==> config.mk <==
export PLATFORM = sky130hd
export DESIGN_NAME = lbct_lane
export DESIGN_NICKNAME = d
export VERILOG_FILES = /design/src/rtl/lbct_lane.sv
export SDC_FILE = /design/constraint.sdc
export NUM_CORES = 2
export LEC_CHECK = 0
export ABC_CLOCK_PERIOD_IN_PS = 6700
export BUFFER_PORTS_ARGS = -buffer_cell sky130_fd_sc_hd__buf_2
export CORE_MARGIN = 2
export CORE_UTILIZATION = 55
export CTS_BUF_LIST = sky130_fd_sc_hd__clkbuf_8
export DETAILED_ROUTE_END_ITERATION = 7
export PLACE_DENSITY = 0.84
export SLEW_MARGIN = 40
export SYNTH_ARGS = -nofsm -noshare
export SYNTH_HDL_FRONTEND = slang
export SYNTH_SLANG_ARGS = --single-unit
==> constraint.sdc <==
create_clock -name clk -period 6.7 [get_ports clk]
set_clock_uncertainty 0.05 [all_clocks]
set_input_delay 0.335 -clock clk [delete_from_list [all_inputs] [get_ports clk]]
set_output_delay 0.335 -clock clk [all_outputs]
set_load 0.1 [all_outputs]
==> src/rtl/lbct_lane.sv <==
// One projection lane: dot product of a point with the current axis.
module lbct_lane #(
    parameter int COORD_BITS = 20
) (
    input  logic                           clk,
    input  logic signed [COORD_BITS:0]     axis_x,
    input  logic signed [COORD_BITS:0]     axis_y,
    input  logic signed [COORD_BITS-1:0]   pt_x,
    input  logic signed [COORD_BITS-1:0]   pt_y,
    output logic signed [2*COORD_BITS+1:0] dot_reg
);

    localparam int PW = 2 * COORD_BITS + 1;

    logic signed [PW-1:0] prod_x_reg;
    logic signed [PW-1:0] prod_y_reg;

    always_ff @(posedge clk)
    begin
        prod_x_reg <= axis_x * pt_x;
        prod_y_reg <= axis_y * pt_y;
        dot_reg    <= {prod_x_reg[PW-1], prod_x_reg} + {prod_y_reg[PW-1], prod_y_reg};
    end

endmodule

### After elaboration in Yosys (flattened, before gate mapping)

Index checks and enable logic that the tools add are counted.

* logic and storage cells: 6
* flip-flop bits (word level): 124
* input bits: 83
* output and inout port bits: 42

* multipliers: 2
* $add $sub $neg: 1

Operators by type and width (number)
* $mul 21x20->41: 2
* $add 41x41->42: 1

### Depth between registers and ports, before layout

* depth after elaboration: 1
* gate-level depth with buffers: 25
* depth with buffers taken out: 24

### Least setup slack after synthesis

Ideal clock, no wire load.

* kind: input to register
* start point: in axis_y[20]
* end point: reg prod_y_reg[39]
* data required time: 6555 ps
* data arrival time: 6680 ps
* stages on the path: 22
* path buffers: 2
* library setup time: 95 ps
* slack: -126 ps
* cells stage by stage: clkbuf_1 nand2_1 fa_1 fa_1 inv_1 fa_1 inv_1 fa_1 inv_1 fa_1 inv_1 fa_1 fa_1 inv_1 ha_1 clkbuf_1 and3_1 and3_1 a21boi_1 o41ai_4 or4b_1 o311ai_1

* cells in the longest elaborated chain, start to end: 1

RTL lines
* from (decl): line 7 `input logic signed [COORD_BITS:0] axis_y,`
* $mul 21x20->41: line 21 `prod_y_reg <= axis_y * pt_y;`
* to (signal assigned): line 21
* to (decl): line 16 `logic signed [PW-1:0] prod_y_reg;`

No other way between the ends.

### Final worst setup path

* start point: in pt_y[8]
* end point: reg prod_y_reg[39]

* cells in the longest elaborated chain, start to end: 1

RTL lines
* from (decl): line 9 `input logic signed [COORD_BITS-1:0] pt_y,`
* $mul 21x20->41: line 21

No other way between the ends.

==> impl_metrics.prom <==
# TYPE chip_impl_metric gauge
chip_impl_info{name="critical_path.cell_chain",value="buf_2 > buf_4 > and2_1 > fa_1 > inv_1 > fa_1 > fa_1 > inv_1 > fa_1 > fa_1 > fa_1 > inv_1 > fa_1 > inv_1 > ha_1 > a21o_1 > a2111oi_2 > a21boi_2 > nor3_2 > o41ai_4 > or4b_1 > o311ai_1"} 1
chip_impl_metric{name="holdBufCountCts",unit=""} 0
chip_impl_info{name="critical_path.startpoint",value="pt_y[8]"} 1
chip_impl_metric{name="worst_path_largest_cell_delay",unit="ps"} 560
chip_impl_metric{name="largest_net_degree_at_the_start_of_global_routing",unit=""} 22
chip_impl_metric{name="initial_util",unit="%"} 55.6
chip_impl_info{name="endpoint_kind",value="flop"} 1
chip_impl_metric{name="io_pins",unit=""} 125
chip_impl_metric{name="ctsLongestPathBuffers",unit=""} 2
chip_impl_metric{name="cts_post_setup_buffers_inserted",unit=""} 0
chip_impl_metric{name="critical_path.n_buffers_inverters",unit=""} 6
chip_impl_metric{name="postSynthCellCount",unit=""} 3955
chip_impl_info{name="min_path_type",value="input pin to flop"} 1
chip_impl_metric{name="detailroute.via_count",unit=""} 27500
chip_impl_metric{name="drt.antenna.violating_nets",unit=""} 0
chip_impl_metric{name="worst_slew_margin_rel",unit="%"} 48.7
chip_impl_metric{name="ys_types",unit=""} 66
chip_impl_metric{name="first_pass_grt_wire_length",unit="um"} 145000
chip_impl_metric{name="final.min_clock_period",unit="ps"} 6440
chip_impl_metric{name="place_area",unit="sq um"} 39700
chip_impl_metric{name="worstSkewPairLatency",unit="ps"} 460
chip_impl_metric{name="route.final.wire_length",unit="um"} 85800
chip_impl_info{name="setup_crit_start_kind",value="input pin"} 1
chip_impl_metric{name="global_route.usage.total",unit="%"} 26.6
chip_impl_metric{name="floorplan.die_area",unit="sq um"} 68600
chip_impl_metric{name="worst_slew_pin_slew",unit="ps"} 765
chip_impl_info{name="synth.area.top_cells",value="fa_1 (48%), inv_1 (9.7%), ha_1 (8.9%)"} 1
chip_impl_metric{name="areaGrowthSynthToFinish",unit="%"} 9.65
chip_impl_metric{name="worst_setup_hold_path_clk_slew",unit="ps"} 80
chip_impl_metric{name="timing.final.setup_violations",unit=""} 0
chip_impl_metric{name="buffer_ports.inserted",unit=""} 124
chip_impl_metric{name="grt-ovfl-total",unit=""} 0
chip_impl_metric{name="async_reset_ff_share",unit="%"} 0
chip_impl_metric{name="first_global_vias",unit=""} 30400
chip_impl_metric{name="synth_fp_nets",unit=""} 5174
chip_impl_info{name="critical_path.reg2reg.startpoint",value="prod_x_reg[0]"} 1
chip_impl_metric{name="yosys.area.top_type_share",unit="%"} 48.0
chip_impl_metric{name="wl_per_cell",unit="um"} 16.9
chip_impl_metric{name="slew_violations",unit=""} 0
chip_impl_info{name="clock_tree_from_tritoncts",value="done"} 1
chip_impl_metric{name="route.detailed.vias_per_inst",unit=""} 5.43
chip_impl_metric{name="cts-htree-levels",unit=""} 4
chip_impl_metric{name="design.core.area",unit="sq um"} 65700
chip_impl_metric{name="drive_above_1_share",unit="%"} 10.8
chip_impl_info{name="synth_largest_area_cell",value="fa_1"} 1
chip_impl_metric{name="floorplan.die.width",unit="um"} 262
chip_impl_metric{name="grt_antenna_before_repair",unit=""} 2
chip_impl_metric{name="drt_drc_violations_left",unit=""} 0
chip_impl_metric{name="yosysSeqAreaShare",unit="%"} 6.79
chip_impl_metric{name="drv.max_cap_violation_count",unit=""} 0
chip_impl_info{name="critical_path.reg2reg.endpoint",value="dot_reg[34]"} 1
chip_impl_info{name="cts_root_buffer",value="clkbuf_8"} 1
chip_impl_metric{name="num-nets-final",unit=""} 5410
chip_impl_metric{name="worst_r2r_path_depth",unit=""} 10
chip_impl_metric{name="stdcell_area",unit="sq um"} 40100
chip_impl_metric{name="netlist_area",unit="sq um"} 36600
chip_impl_metric{name="globalplace.congestion",unit=""} 0.920
chip_impl_info{name="rsz0062_at_grt",value="no"} 1
chip_impl_metric{name="die_y",unit="um"} 262
chip_impl_metric{name="setup-tns-final",unit="ps"} 0
chip_impl_metric{name="layout_worst_path_cycle_share",unit="%"} 96.1
chip_impl_metric{name="cp.required",unit="ps"} 7020
chip_impl_metric{name="hold_violations",unit=""} 0
chip_impl_info{name="timing.critical_path.max_delay_family",value="adder cells"} 1
chip_impl_metric{name="worstPathArrival",unit="ps"} 6760
chip_impl_info{name="critPathCapture",value="prod_y_reg[39]"} 1
chip_impl_metric{name="fp-row-count",unit=""} 94
chip_impl_metric{name="synth.yosys.warnings",unit=""} 0
chip_impl_metric{name="path_depth",unit=""} 22
chip_impl_metric{name="cts_buffers",unit=""} 17
chip_impl_info{name="worst-setup-path-type",value="input pin to flop"} 1
chip_impl_metric{name="drt_first_pass_iters",unit=""} 5
chip_impl_metric{name="worstPathMaxFanout",unit=""} 12
chip_impl_metric{name="largest_reg_flops",unit=""} 42
chip_impl_metric{name="synth-edff-count",unit=""} 0
chip_impl_info{name="outcome",value="completed"} 1
chip_impl_metric{name="regToRegSetupSlack",unit="ps"} 3440
chip_impl_info{name="dominantRegCellSynth",value="dfxtp_1"} 1
chip_impl_metric{name="post_synth.cell_area_avg",unit="sq um"} 9.25
chip_impl_info{name="cpMaxStageDelayCell",value="fa_1"} 1
chip_impl_metric{name="number_of_drc_markers_after_the_initial_detailed_route_iteration",unit=""} 1787
chip_impl_metric{name="ys_seq_elements",unit=""} 124
chip_impl_metric{name="clock.fmax",unit="MHz"} 155
chip_impl_metric{name="detailedPlacementHpwl",unit="um"} 74900
chip_impl_info{name="crit_path_frequent_cell",value="fa_1"} 1
chip_impl_metric{name="clock_sinks",unit=""} 124
-- through the flow --
step	hold WS, ps	utilization (%)	instances	worst slack, ps
2_1_floorplan	370	-	3955	38.1
3_3_place_gp	394	60.4	5036	-136
3_5_place_dp	392	60.4	5036	-223
4_1_cts	238	61.0	5067	258
5_1_grt	269	61.0	5067	28.7
6_report	266	61.0	5068	261
-- area by class of cell --
cell class,instances,area (sq um)
diodes,1,2.50
fillers,5148,25600
clock buffers,19,262
clock inverters,12,91.3
repair buffers,400,2770
inverters,943,3540
multi-input cells,2705,29900
well taps,864,1080
flip-flops and latches,124,2480
-- how the worst min path moves through the flow --
stage / startpoint / to / slack (ps) / cells past startpoint
floorplan: prod_y_reg[0] / dot_reg[0] / 370 / 1
global placement: prod_y_reg[0] / dot_reg[0] / 390 / 1
detailed placement: prod_y_reg[0] / dot_reg[0] / 390 / 1
CTS: pt_x[0] / prod_x_reg[0] / 240 / 2
global route: pt_x[0] / prod_x_reg[0] / 270 / 2
finish: pt_x[0] / prod_x_reg[0] / 270 / 2
-- repair_timing --
item,in CTS,in global routing
endpoints found under the setup margin,0,2
hold endpoints to repair,0,0
gates resized for setup,0,4
-- layout by cell type, fill, tap and decap left out, drive strengths merged, types with 5 or more instances in the layout --
| cell | n |
|---|---|
| nor3 | 21 |
| and2 | 463 |
| buf | 400 |
| o21ai | 53 |
| a21o | 63 |
| xor2 | 22 |
| clkbuf | 19 |
| clkinvlp | 5 |
| inv | 944 |
| nand2b | 24 |
| dfxtp | 124 |
| a2111oi | 9 |
| a21boi | 7 |
| nand3 | 24 |
| ha | 259 |
| a211oi | 14 |
| o21a | 19 |
| and3 | 15 |
| a31o | 7 |
| o31ai | 6 |
| a221oi | 5 |
| nand2 | 398 |
| a311oi | 5 |
| nor2 | 85 |
| nor2b | 16 |
| a21oi | 97 |
| xnor2 | 91 |
| fa | 877 |
| o211ai | 7 |
| a31oi | 13 |
| clkinv | 6 |
| a211o | 10 |
| o21bai | 27 |
| nand4 | 14 |
-- cell usage after synthesis, types with 13 or more instances --
| cell type | instances |
|---|---|
| ha_1 | 259 |
| clkbuf_1 | 179 |
| xnor2_1 | 91 |
| fa_1 | 877 |
| dfxtp_1 | 124 |
| nand2_1 | 398 |
| a211oi_1 | 14 |
| o21bai_1 | 27 |
| and2_1 | 463 |
| and3_1 | 15 |
| o21a_1 | 19 |
| nor2_1 | 85 |
| nand4_1 | 14 |
| a21o_1 | 63 |
| xor2_1 | 22 |
| nand3_1 | 24 |
| nand2b_1 | 24 |
| nor2b_1 | 16 |
| o21ai_0 | 46 |
| inv_1 | 942 |
| a21oi_1 | 97 |
| nor3_1 | 20 |
| a31oi_1 | 13 |
-- logic make-up (layout without fill, tap and decap cells) --
family	count (synthesis)	count (layout)	share of synthesized area, %
compound gates	370	370	6.84
xor+xnor	113	113	2.71
fa+ha+maj	1136	1136	56.9
buf+inv	1126	1374	11.6
flops	124	124	6.79
mux	1	1	0.0274
other cells	0	1	0
simple gates	1085	1085	15.2
-- layer usage --
layer  vias to the layer above  global-route usage, %  wire (um)
met5                         -                      0          8
met2                       994                   46.5      43700
li1                      12200                      -          -
met4                         2                   10.9       3740
met1                     14100                   33.0      32300
met3                       292                   4.22       6000
Power is left out: the tool's default activity adds up to more than one toggle a clock period on the data nets, which glitch-free logic cannot reach.
