File: config.mk
export PLATFORM = sky130hd
export DESIGN_NAME = lbct_merge
export DESIGN_NICKNAME = d
export VERILOG_FILES = /design/src/rtl/lbct_merge.sv
export SDC_FILE = /design/constraint.sdc
export NUM_CORES = 1
export LEC_CHECK = 0
export BUFFER_PORTS_ARGS = -buffer_cell sky130_fd_sc_hd__buf_2
export CAP_MARGIN = 20
export CORE_AREA = 8 8 232 211
export DETAILED_ROUTE_END_ITERATION = 7
export DIE_AREA = 0 0 240 219
export REMOVE_ABC_BUFFERS = 1
export SKIP_CTS_REPAIR_TIMING = 1
export SYNTH_ARGS = -nofsm -noshare
export SYNTH_HDL_FRONTEND = slang
export SYNTH_SLANG_ARGS = --single-unit
File: constraint.sdc
create_clock -name clk -period 14.45 [get_ports clk]
set_input_delay 2.1675 -clock clk [delete_from_list [all_inputs] [get_ports clk]]
set_output_delay 2.1675 -clock clk [all_outputs]
set_load 0.05 [all_outputs]
File: src/rtl/lbct_merge.sv
// Combines the lane projections: extents of both quads, separation flag.
module lbct_merge #(
    parameter int CORNERS    = 4,
    parameter int COORD_BITS = 20
) (
    input  logic                           clk,
    input  logic signed [2*COORD_BITS+1:0] dot [2*CORNERS],
    output logic                           sep_reg
);

    localparam int SW = 2 * COORD_BITS + 2;

    logic signed [SW-1:0] amin;
    logic signed [SW-1:0] amax;
    logic signed [SW-1:0] bmin;
    logic signed [SW-1:0] bmax;

    always_comb
    begin
        amin = dot[0];
        amax = dot[0];
        bmin = dot[CORNERS];
        bmax = dot[CORNERS];
        for (int k = 1; k < CORNERS; k++)
        begin
            if (dot[k] < amin) amin = dot[k];
            if (dot[k] > amax) amax = dot[k];
            if (dot[CORNERS+k] < bmin) bmin = dot[CORNERS+k];
            if (dot[CORNERS+k] > bmax) bmax = dot[CORNERS+k];
        end
    end

    // touching extents do not separate
    always_ff @(posedge clk)
    begin
        sep_reg <= (amax < bmin) || (bmax < amin);
    end

endmodule

Word-level counts from Yosys, hierarchy flattened
Index checks and enable logic that the tools add are counted.

Register bits after elaboration: 1. Output and inout bits: 1. Logic and storage cells: 28.

$lt $le $gt $ge: 14. Multiplexer cells: 12. Reduce and logical (&&, ||, !) cells: 1.

Operator list (count): two-way mux 42 bit (12); < comparator 42 bit (8); > comparator 42 bit (6); logical OR 1 bit (1).

Logic depth before layout (Yosys ltp)
Gate-level depths: netlist (run 1).

Word-level depth: 8. Gate-level depth with buffers: 50. Gate-level depth less buffers: 44.

Least setup slack after synthesis (run 1)
OpenSTA, ideal clock, no wires.

Path kind: input to register. Start point: input port dot[321] (netlist bit). End point: register sep_reg. Library setup time: 64 ps. Arrival time: 11378 ps. Required time: 14386 ps. Path slack: 3008 ps. Stages: 47. Buffers on the path: 3. Cell sequence: inv_1 ha_1 a21o_1 a21o_1 a21o_1 a221oi_1 o221a_2 and2_1 xnor2_1 buf_2 mux2i_1 ha_1 a21o_1 a21oi_1 o21ai_0 or4_1 a31oi_1 o21bai_1 [... 11 more ...] nand3_1 a2111oi_2 a2111oi_2 a31oi_2 buf_4 mux2_2 ha_1 a21o_1 a21o_1 a21o_1 a21o_1 a21o_1 a21o_1 a221oi_1 o211ai_1 nor3b_1 nand2_1 nand4_1.

Word-level cells in the longest chain between the ends: 8. Elaborated cells on any way between the ends: 15. Those cells by class: order compare: 8; mux: 6; reduce/logical: 1.

RTL lines: start: declaration (line 7) `input logic signed [2*COORD_BITS+1:0] dot [2*CORNERS],`; > comparator 42 bit / < comparator 42 bit (equally long branches) (line 27, 26); two-way mux 42 bit (on tied branches) (line 27, 26); > comparator 42 bit / < comparator 42 bit (equally long branches) (line 27, 26); two-way mux 42 bit (on tied branches) (line 27, 26); > comparator 42 bit / < comparator 42 bit (equally long branches) (line 27, 26); two-way mux 42 bit (on tied branches) (line 27, 26); < comparator 42 bit (line 36) `sep_reg <= (amax < bmin) || (bmax < amin);`; logical OR 1 bit (*) (line 36); end signal: assignment (line 36); end: declaration (line 8) `output logic sep_reg`.

Mark *: on every way between the ends. The rest lies on a longest branch, timed or not.

Final worst setup path (run 1)
Start point: input port dot[335] (netlist bit). End point: register sep_reg.

The elaborated chain is that of the path after synthesis.

==> impl_metrics.yaml, run 1 <==
sta:
  postLayoutSetupSlackWorst_ns: 0.531
  fmaxAchievable_mhz: 71.8
  worst-slew-pin-transition_ns: 0.851
  max_slew_margin_pct: 43.2
  finalCritPeriodShare_pct: 96.3
  setup_repair_after_global_routing_missed_its_margin: "no"
  timing.final.max_slew_violations: 0
  post-route-min-period_ns: 13.92
  final-hold-violation-count: 0
  fin_setup_tns_ns: 0
  finalSetupViolCount: 0
synth:
  ys_seq_area_share_pct: 0.113
  ys_top_cells_by_count: "sky130_fd_sc_hd__ha_1, sky130_fd_sc_hd__nand2_1, sky130_fd_sc_hd__inv_1"
  synthDominantAreaCellType: "sky130_fd_sc_hd__ha_1"
  yosys_most_used_dff: "sky130_fd_sc_hd__dfxtp_1"
  total_of_warnings_raised_by_yosys: 0
  yosysUniqueCellTypes: 74
  synth_enable_flop_cells: 0
  asyncSetResetFlopFracSynth_pct: 0
  netlist_area_mm2: 0.0178
  synth.area.top_cells: "sky130_fd_sc_hd__ha_1, sky130_fd_sc_hd__mux2i_1, sky130_fd_sc_hd__o21ai_0"
  synth_most_common_cell: "sky130_fd_sc_hd__ha_1"
  synth.avg_cell_area_um2: 7.32
  synthesis.instances: 2426
  post-synth-top-area-fraction_pct: 35.1
  ys_seq_elements: 1
setup_path:
  slowest_delay_ns: 0.52
  critical_path_peak_fanout: 26
  worst_path_most_repeated_cell: "sky130_fd_sc_hd__a21o_1"
  path_class: "input port to flop"
  critical_path_capture_point_type: "flop"
  crit_slowest_cell: "sky130_fd_sc_hd__xnor2_2"
  cp.required_ns: 14.39
  critPathLaunchType: "input port"
  cp_data_arrival_time_ns: 13.86
  cp-startpoint: "dot[335]"
global_routing:
  first_global_vias: 18800
  grt_first_pass_wirelength_um: 106000
  grt_start_max_net_pins: 52
  initial_antenna_violation_count: 28
  grt_use_total_pct: 25.3
  global_route.overflow_total: 0
finish:
  area_delta_synth_final_pct: 14.0
  utilization_pct: 45.0
  largest_register_ff_count: 1
  final_cells: 3337
  nFillCells: 4638
  final_net_count: 3550
  layout_cells_sized_above_1_pct: 17.4
cts:
  clkTransAtPathRegs_ns: 0
status:
  status: "finished, final reports clean"
placement:
  post-place-cells: 3318
  place.gp.congestion: 0.953
  detailedPlace.worstSlack_ns: 0.415
  port-buffer-count: 337
  dp_hpwl_um: 62900
routing:
  detail_route.iter0.violations: 1428
  routed_wirelength_um: 70700
  route.vias.total: 19200
  routed_via_density: 5.76
  first_pass_iters: 5
  drc_errors: 0
  drt_antenna_net_count: 0
  route.detailed.wl_per_inst_um: 21.2
die:
  core_region_area_mm2: 0.0450
  floorplan.die.height_um: 219
  floorplan.io_pins: 338
  area_of_the_die_mm2: 0.0526
  initial_utilization_pct: 39.5
  core.rowCount: 74
  dieWidth_um: 240
min_path:
  timing.hold.worst.start: "dot[168]"
  timing.hold.worst.class: "input port to flop"
power:
  leakagePower_nw: 11.3
  fin_total_pwr_w: 0.00208
  vdd_drop_max_uv: 56.7
  power_per_cell_area_mw_per_mm2: 103
job:
  max_cap_viol_count: 0
area by class of cell:
cell class / count / area [µm²] / area share (%)
tap: 608 / 761 / 3.76
inverter: 236 / 886 / 4.37
multi-input combinational: 2112 / 16600 / 81.9
timing repair buffer: 364 / 1950 / 9.64
antenna: 16 / 40.0 / 0.198
sequential: 1 / 20.0 / 0.0989
critical path: cells and delay by family:
family	cells	cell delay [ns]
mux	2	0.77
compound gates	23	5.99
fa+ha+maj	4	1.37
simple gates	11	2.17
xor+xnor	1	0.52
buf+inv	4	0.81
layout by cell type, fill, tap and decap left out, types with 21 or more instances in the layout:
cell                         n
sky130_fd_sc_hd__mux2_2     27
sky130_fd_sc_hd__nor3_1     28
sky130_fd_sc_hd__mux2i_1   166
sky130_fd_sc_hd__nor2_1    144
sky130_fd_sc_hd__inv_1     236
sky130_fd_sc_hd__mux2_4     41
sky130_fd_sc_hd__a211oi_1   21
sky130_fd_sc_hd__o21ai_1    25
sky130_fd_sc_hd__nand2_1   240
sky130_fd_sc_hd__nand4_1   107
sky130_fd_sc_hd__buf_2     337
sky130_fd_sc_hd__buf_4      22
sky130_fd_sc_hd__nand3_1    34
sky130_fd_sc_hd__a21oi_1   170
sky130_fd_sc_hd__ha_1      498
sky130_fd_sc_hd__o21ai_0   222
sky130_fd_sc_hd__a21o_1    140
metrics by stage:
stage / instance area [µm²] / hold slack (ns)
6_report: 20200 / 2.67
2_1_floorplan: 17400 / 2.43
3_5_place_dp: 20100 / 2.65
4_1_cts: 20100 / 2.66
5_1_grt: 20200 / 2.68
3_3_place_gp: 20100 / 2.62
logic make-up (layout without fill, tap and decap cells):
family / after synthesis / after routing / share of synthesized area [%]
compound gates: 696 / 699 / 24.2
xor+xnor: 1 / 1 / 0.0493
fa+ha+maj: 498 / 498 / 35.1
buf+inv: 316 / 600 / 7.12
flops: 1 / 1 / 0.113
mux: 251 / 251 / 15.6
other cells: 0 / 16 / 0
simple gates: 663 / 663 / 17.8
power by group:
group	switching (W)	total, W	internal, W	leakage (nW)
clock network	0	0.000000000149	0.000000000148	0.000101
registers	0.00000119	0.00000573	0.00000454	0.00840
logic	0.00122	0.00208	0.000859	11.3
per-layer routing:
layer / vias up / global-route usage (%) / wire [µm]
met4: 22 / 7.05 / 2020
met5: - / 0 / 140
met3: 115 / 3.34 / 4450
met2: 635 / 40.9 / 31100
met1: 8813 / 34.7 / 33000
li1: 9636 / - / -
path summary, 6_finish.rpt:
| check | end | cells after the start |
|---|---|---|
| min | sep_reg | 4 |
| max | sep_reg | 45 |
Note: power is estimated with default switching activity, not from simulation.
==> run 2, diff against run 1 <==
--- a/config.mk
+++ b/config.mk
@@ -7,9 +7,10 @@
 export LEC_CHECK = 0
 export BUFFER_PORTS_ARGS = -buffer_cell sky130_fd_sc_hd__buf_2
 export CAP_MARGIN = 20
-export CORE_AREA = 8 8 232 211
+export CORE_AREA = 8 8 237 217
 export DETAILED_ROUTE_END_ITERATION = 7
-export DIE_AREA = 0 0 240 219
+export DIE_AREA = 0 0 245 225
+export MAX_ROUTING_LAYER = met4
 export REMOVE_ABC_BUFFERS = 1
 export SKIP_CTS_REPAIR_TIMING = 1
 export SYNTH_ARGS = -nofsm -noshare
==> run 2 against run 1 <==
Final cell count up 0.48%. Cell area is 0.24% lower. Worst setup slack better by 0.26 ns. First-iteration DRC count is 1.4% higher. Largest power group unchanged. Global-route usage fell by 0.47 points. Core utilization fell by 2.3 points. Fmax increased by 1.9%. Sequential share of layout area about the same. Power is 0.87% lower.
==> impl_metrics.yaml, run 2 (synthesis results as in run 1) <==
status:
  status: "finished, final reports clean"
setup_path:
  critical_path_peak_fanout: 48
  cp_data_arrival_time_ns: 13.52
  timing.critical_path.max_delay_family: "simple AND/OR/NAND/NOR gates"
  critical_path_buf_inv_count: 5
  cp.required_ns: 14.32
  critPathLaunchType: "input port"
  critical_path_capture_point_type: "flop"
  worst_path_most_repeated_cell: "sky130_fd_sc_hd__ha_1"
  slowest_delay_ns: 0.66
  crit_slowest_cell: "sky130_fd_sc_hd__a221oi_1"
  path_class: "input port to flop"
power:
  power.clock.fraction_pct: 0
  power_frac_comb_pct: 99.7
  power_per_cell_area_mw_per_mm2: 102
  switching_share_pct: 58.1
  internal-power_w: 0.000864
  leakagePower_nw: 11.3
  share_seq_of_total_power_pct: 0.3
  vdd_drop_max_uv: 35.8
  power_switching_w: 0.00120
die:
  initial_utilization_pct: 37.6
  dieWidth_um: 245
  area_of_the_die_mm2: 0.0551
  core.rowCount: 76
  floorplan.die.height_um: 225
  core_region_area_mm2: 0.0473
  floorplan.io_pins: 338
finish:
  final_area_mm2: 0.0202
  area_delta_synth_final_pct: 13.7
  most_frequent_cells_in_the_layout: "sky130_fd_sc_hd__ha_1, sky130_fd_sc_hd__buf_2, sky130_fd_sc_hd__nand2_1"
  layout_cells_sized_above_1_pct: 17.2
  final_net_count: 3546
  final_common_cell: "sky130_fd_sc_hd__ha_1"
  largest_register_ff_count: 1
sta:
  timing.final.max_slew_violations: 0
  fmaxAchievable_mhz: 73.2
  finalSetupViolCount: 0
  worst-slew-pin-transition_ns: 0.863
  finalCritPeriodShare_pct: 94.5
  final-hold-violation-count: 0
  finalHoldWorstSlack_ns: 2.67
  setup_repair_after_global_routing_missed_its_margin: "no"
  post-route-min-period_ns: 13.65
  max_slew_margin_pct: 42.3
global_routing:
  initial_antenna_violation_count: 17
  grt_start_max_net_pins: 51
  grt_first_pass_wirelength_um: 106000
  grt_use_total_pct: 24.8
  global_route.overflow_total: 0
  first_global_vias: 18300
routing:
  detail_route.iter0.violations: 1448
  routed_via_density: 5.66
  route.vias.total: 19000
  route.detailed.wl_per_inst_um: 21.2
  routed_wirelength_um: 71100
  drt_antenna_net_count: 0
  drc_errors: 0
  first_pass_iters: 7
placement:
  port-buffer-count: 337
  place.gp.congestion: 0.993
  placement.cell_area_mm2: 0.0201
  dp_hpwl_um: 64300
cts:
  clkTransAtPathRegs_ns: 0
job:
  max_cap_viol_count: 0
min_path:
  timing.hold.worst.class: "input port to flop"
==> run 2: cell types whose count changed in the layout (fill, tap and decap cells not counted), sizes merged <==
| cell | before | now |
|---|---|---|
| diode | 16 | 20 |
| a31oi | 15 | 14 |
| buf | 364 | 363 |
| o21ai | 250 | 249 |
| o221ai | 5 | 4 |
==> run 2: final timing paths <==
check	startpoint	endpoint	cells after the start
max	dot[137]	sep_reg	39
min	dot[168]	sep_reg	4
==> run 2: final cells by class <==
cell class,count,area [µm²]
sequential,1,20.0
inverter,236,886
timing repair buffer,363,1930
fill,4884,27100
multi-input combinational,2109,16500
antenna,20,50.0
tap,624,781
==> run 2: metrics by stage <==
step	std cells	setup slack [ns]	utilization [%]	setup TNS (ns)	total power, W
floorplan	2346	-4.55	-	-4.55	0.00144
detailed placement	3333	0.813	42.6	0	0.00203
global route	3350	0.0728	42.7	0	0.00230
CTS	3333	0.803	42.6	0	0.00204
finish	3353	0.796	42.7	0	0.00206
global placement	3333	0.950	42.6	0	0.00199
==> run 2: layer usage <==
layer	track usage (%)	routed length (µm)
met2	39.2	31400
met4	5.53	1700
met5	-	0
met1	34.2	34600
met3	1.88	3450
==> run 2: power by group through the flow <==
stage / combinational (W) / clock (W) / sequential (W)
5_1_grt: 0.00229 / 0.000000000148 / 0.00000582
3_3_place_gp: 0.00198 / 0 / 0.00000589
2_1_floorplan: 0.00143 / 0 / 0.00000949
3_5_place_dp: 0.00203 / 0 / 0.00000583
6_report: 0.00206 / 0.000000000363 / 0.00000570
4_1_cts: 0.00204 / 0 / 0.00000583
==> run 3, diff against run 2 <==
--- a/config.mk
+++ b/config.mk
@@ -7,9 +7,9 @@
 export LEC_CHECK = 0
 export BUFFER_PORTS_ARGS = -buffer_cell sky130_fd_sc_hd__buf_2
 export CAP_MARGIN = 20
-export CORE_AREA = 8 8 237 217
+export CORE_AREA = 8 8 251 205
 export DETAILED_ROUTE_END_ITERATION = 7
-export DIE_AREA = 0 0 245 225
+export DIE_AREA = 0 0 259 213
 export MAX_ROUTING_LAYER = met4
 export REMOVE_ABC_BUFFERS = 1
 export SKIP_CTS_REPAIR_TIMING = 1
==> run 3 against run 2 <==
Critical path depth is 3 higher. Core utilization fell by 0.18 points. Die area about the same. Power up 0.83%. Critical endpoint unchanged. Final cell count did not move. Worst setup slack better by 0.038 ns. Highest routed layer unchanged. Largest cell class unchanged. Flip-flop and latch count unchanged. Routed wire length down 0.26%.
==> impl_metrics.yaml, run 3 (synthesis results as in run 1) <==
status:
  status: "finished, final reports clean"
routing:
  first_pass_iters: 5
  routed_wirelength_um: 70900
  routed_via_density: 5.67
  route.vias.total: 19000
  drc_errors: 0
  drt_antenna_net_count: 0
  detail_route.iter0.violations: 1446
  route.detailed.wl_per_inst_um: 21.2
sta:
  finalHoldWorstSlack_ns: 2.66
  final-hold-violation-count: 0
  finalSetupViolCount: 0
  worst-slew-pin-transition_ns: 0.873
  timing.final.max_slew_violations: 0
  finalCritPeriodShare_pct: 94.2
  setup_repair_after_global_routing_missed_its_margin: "no"
  max_slew_margin_pct: 41.6
  fmaxAchievable_mhz: 73.4
  post-route-min-period_ns: 13.62
  fin_setup_tns_ns: 0
placement:
  dp_hpwl_um: 64000
  port-buffer-count: 337
  placement.cell_area_mm2: 0.0202
  post-place-cells: 3339
  place.gp.congestion: 0.984
power:
  power_per_cell_area_mw_per_mm2: 103
  fin_total_pwr_w: 0.00208
  vdd_drop_max_uv: 51.0
  leakagePower_nw: 11.3
setup_path:
  cp_data_arrival_time_ns: 13.48
  path_class: "input port to flop"
  slowest_delay_ns: 0.64
  critical_path_peak_fanout: 33
  cp-startpoint: "dot[335]"
  crit_slowest_cell: "sky130_fd_sc_hd__a2111oi_2"
  critPathLaunchType: "input port"
  timing.critical_path.to: "sep_reg"
  cp.required_ns: 14.32
  critical_path_capture_point_type: "flop"
global_routing:
  grt_first_pass_wirelength_um: 106000
  grt_use_total_pct: 24.7
  initial_antenna_violation_count: 11
  grt_start_max_net_pins: 59
  first_global_vias: 18600
  global_route.overflow_total: 0
die:
  dieWidth_um: 259
  core_region_area_mm2: 0.0475
  initial_utilization_pct: 37.4
  floorplan.io_pins: 338
  core.rowCount: 72
  floorplan.die.height_um: 213
  area_of_the_die_mm2: 0.0552
finish:
  most_frequent_cells_in_the_layout: "sky130_fd_sc_hd__ha_1, sky130_fd_sc_hd__buf_2, sky130_fd_sc_hd__nand2_1"
  final_common_cell: "sky130_fd_sc_hd__ha_1"
  final_cells: 3353
  largest_register_ff_count: 1
  area_delta_synth_final_pct: 13.7
  final_area_mm2: 0.0202
  final_net_count: 3548
  layout_cells_sized_above_1_pct: 17.3
min_path:
  hold_depth: 4
  timing.hold.worst.class: "input port to flop"
cts:
  clkTransAtPathRegs_ns: 0
job:
  max_cap_viol_count: 0
-- run 3: cell types whose count changed in the layout (fill, tap and decap cells not counted) --
cell / delta
sky130_fd_sc_hd__buf_12: -1
sky130_fd_sc_hd__nor4_2: -1
sky130_fd_sc_hd__buf_4: +2
sky130_fd_sc_hd__nor4_4: +1
sky130_fd_sc_hd__a31oi_2: +1
sky130_fd_sc_hd__diode_2: -7
-- run 3: metrics by stage --
stage / setup WS (ns) / util, %
after CTS: 0.728 / 42.4
after global placement: 0.890 / 42.4
after detailed placement: 0.745 / 42.4
after floorplan: -4.55 / -
after global routing: 0.103 / 42.5
final: 0.833 / 42.6
-- run 3: area by class of cell --
cell class / instances / area (µm²)
diodes: 13 / 32.5
fillers: 4868 / 27300
inverters: 236 / 886
multi-input cells: 2110 / 16600
flip-flops and latches: 1 / 20.0
well taps: 629 / 787
repair buffers: 364 / 1930
-- run 3: how the worst min path moves through the flow --
stage	startpoint	to
after global routing	sep_reg	sep_reg
final	dot[168]	sep_reg
after detailed placement	dot[168]	sep_reg
after floorplan	dot[168]	sep_reg
after global placement	dot[168]	sep_reg
after CTS	dot[168]	sep_reg
-- run 3: where the power goes --
group,internal (W),total (W),switching [W]
Combinational,0.000857,0.00207,0.00122
Clock,0.000000000121,0.000000000121,0
Sequential,0.00000454,0.00000559,0.00000106
Total,0.000861,0.00208,0.00122
-- run 3: worst max-delay path, delay by kind of cell --
family / cells / cell delay (ns)
mux: 2 / 0.77
buf+inv: 4 / 0.91
simple gates: 17 / 3.78
fa+ha+maj: 4 / 1.44
xor+xnor: 1 / 0.32
compound gates: 14 / 4.03
-- run 3: per-layer routing --
metal	wire, µm	vias up	global-route usage, %
li1	-	9614	-
met1	34400	8781	34.2
met2	31500	563	39.7
met3	3600	61	1.76
met4	1410	0	4.40
met5	0	-	-
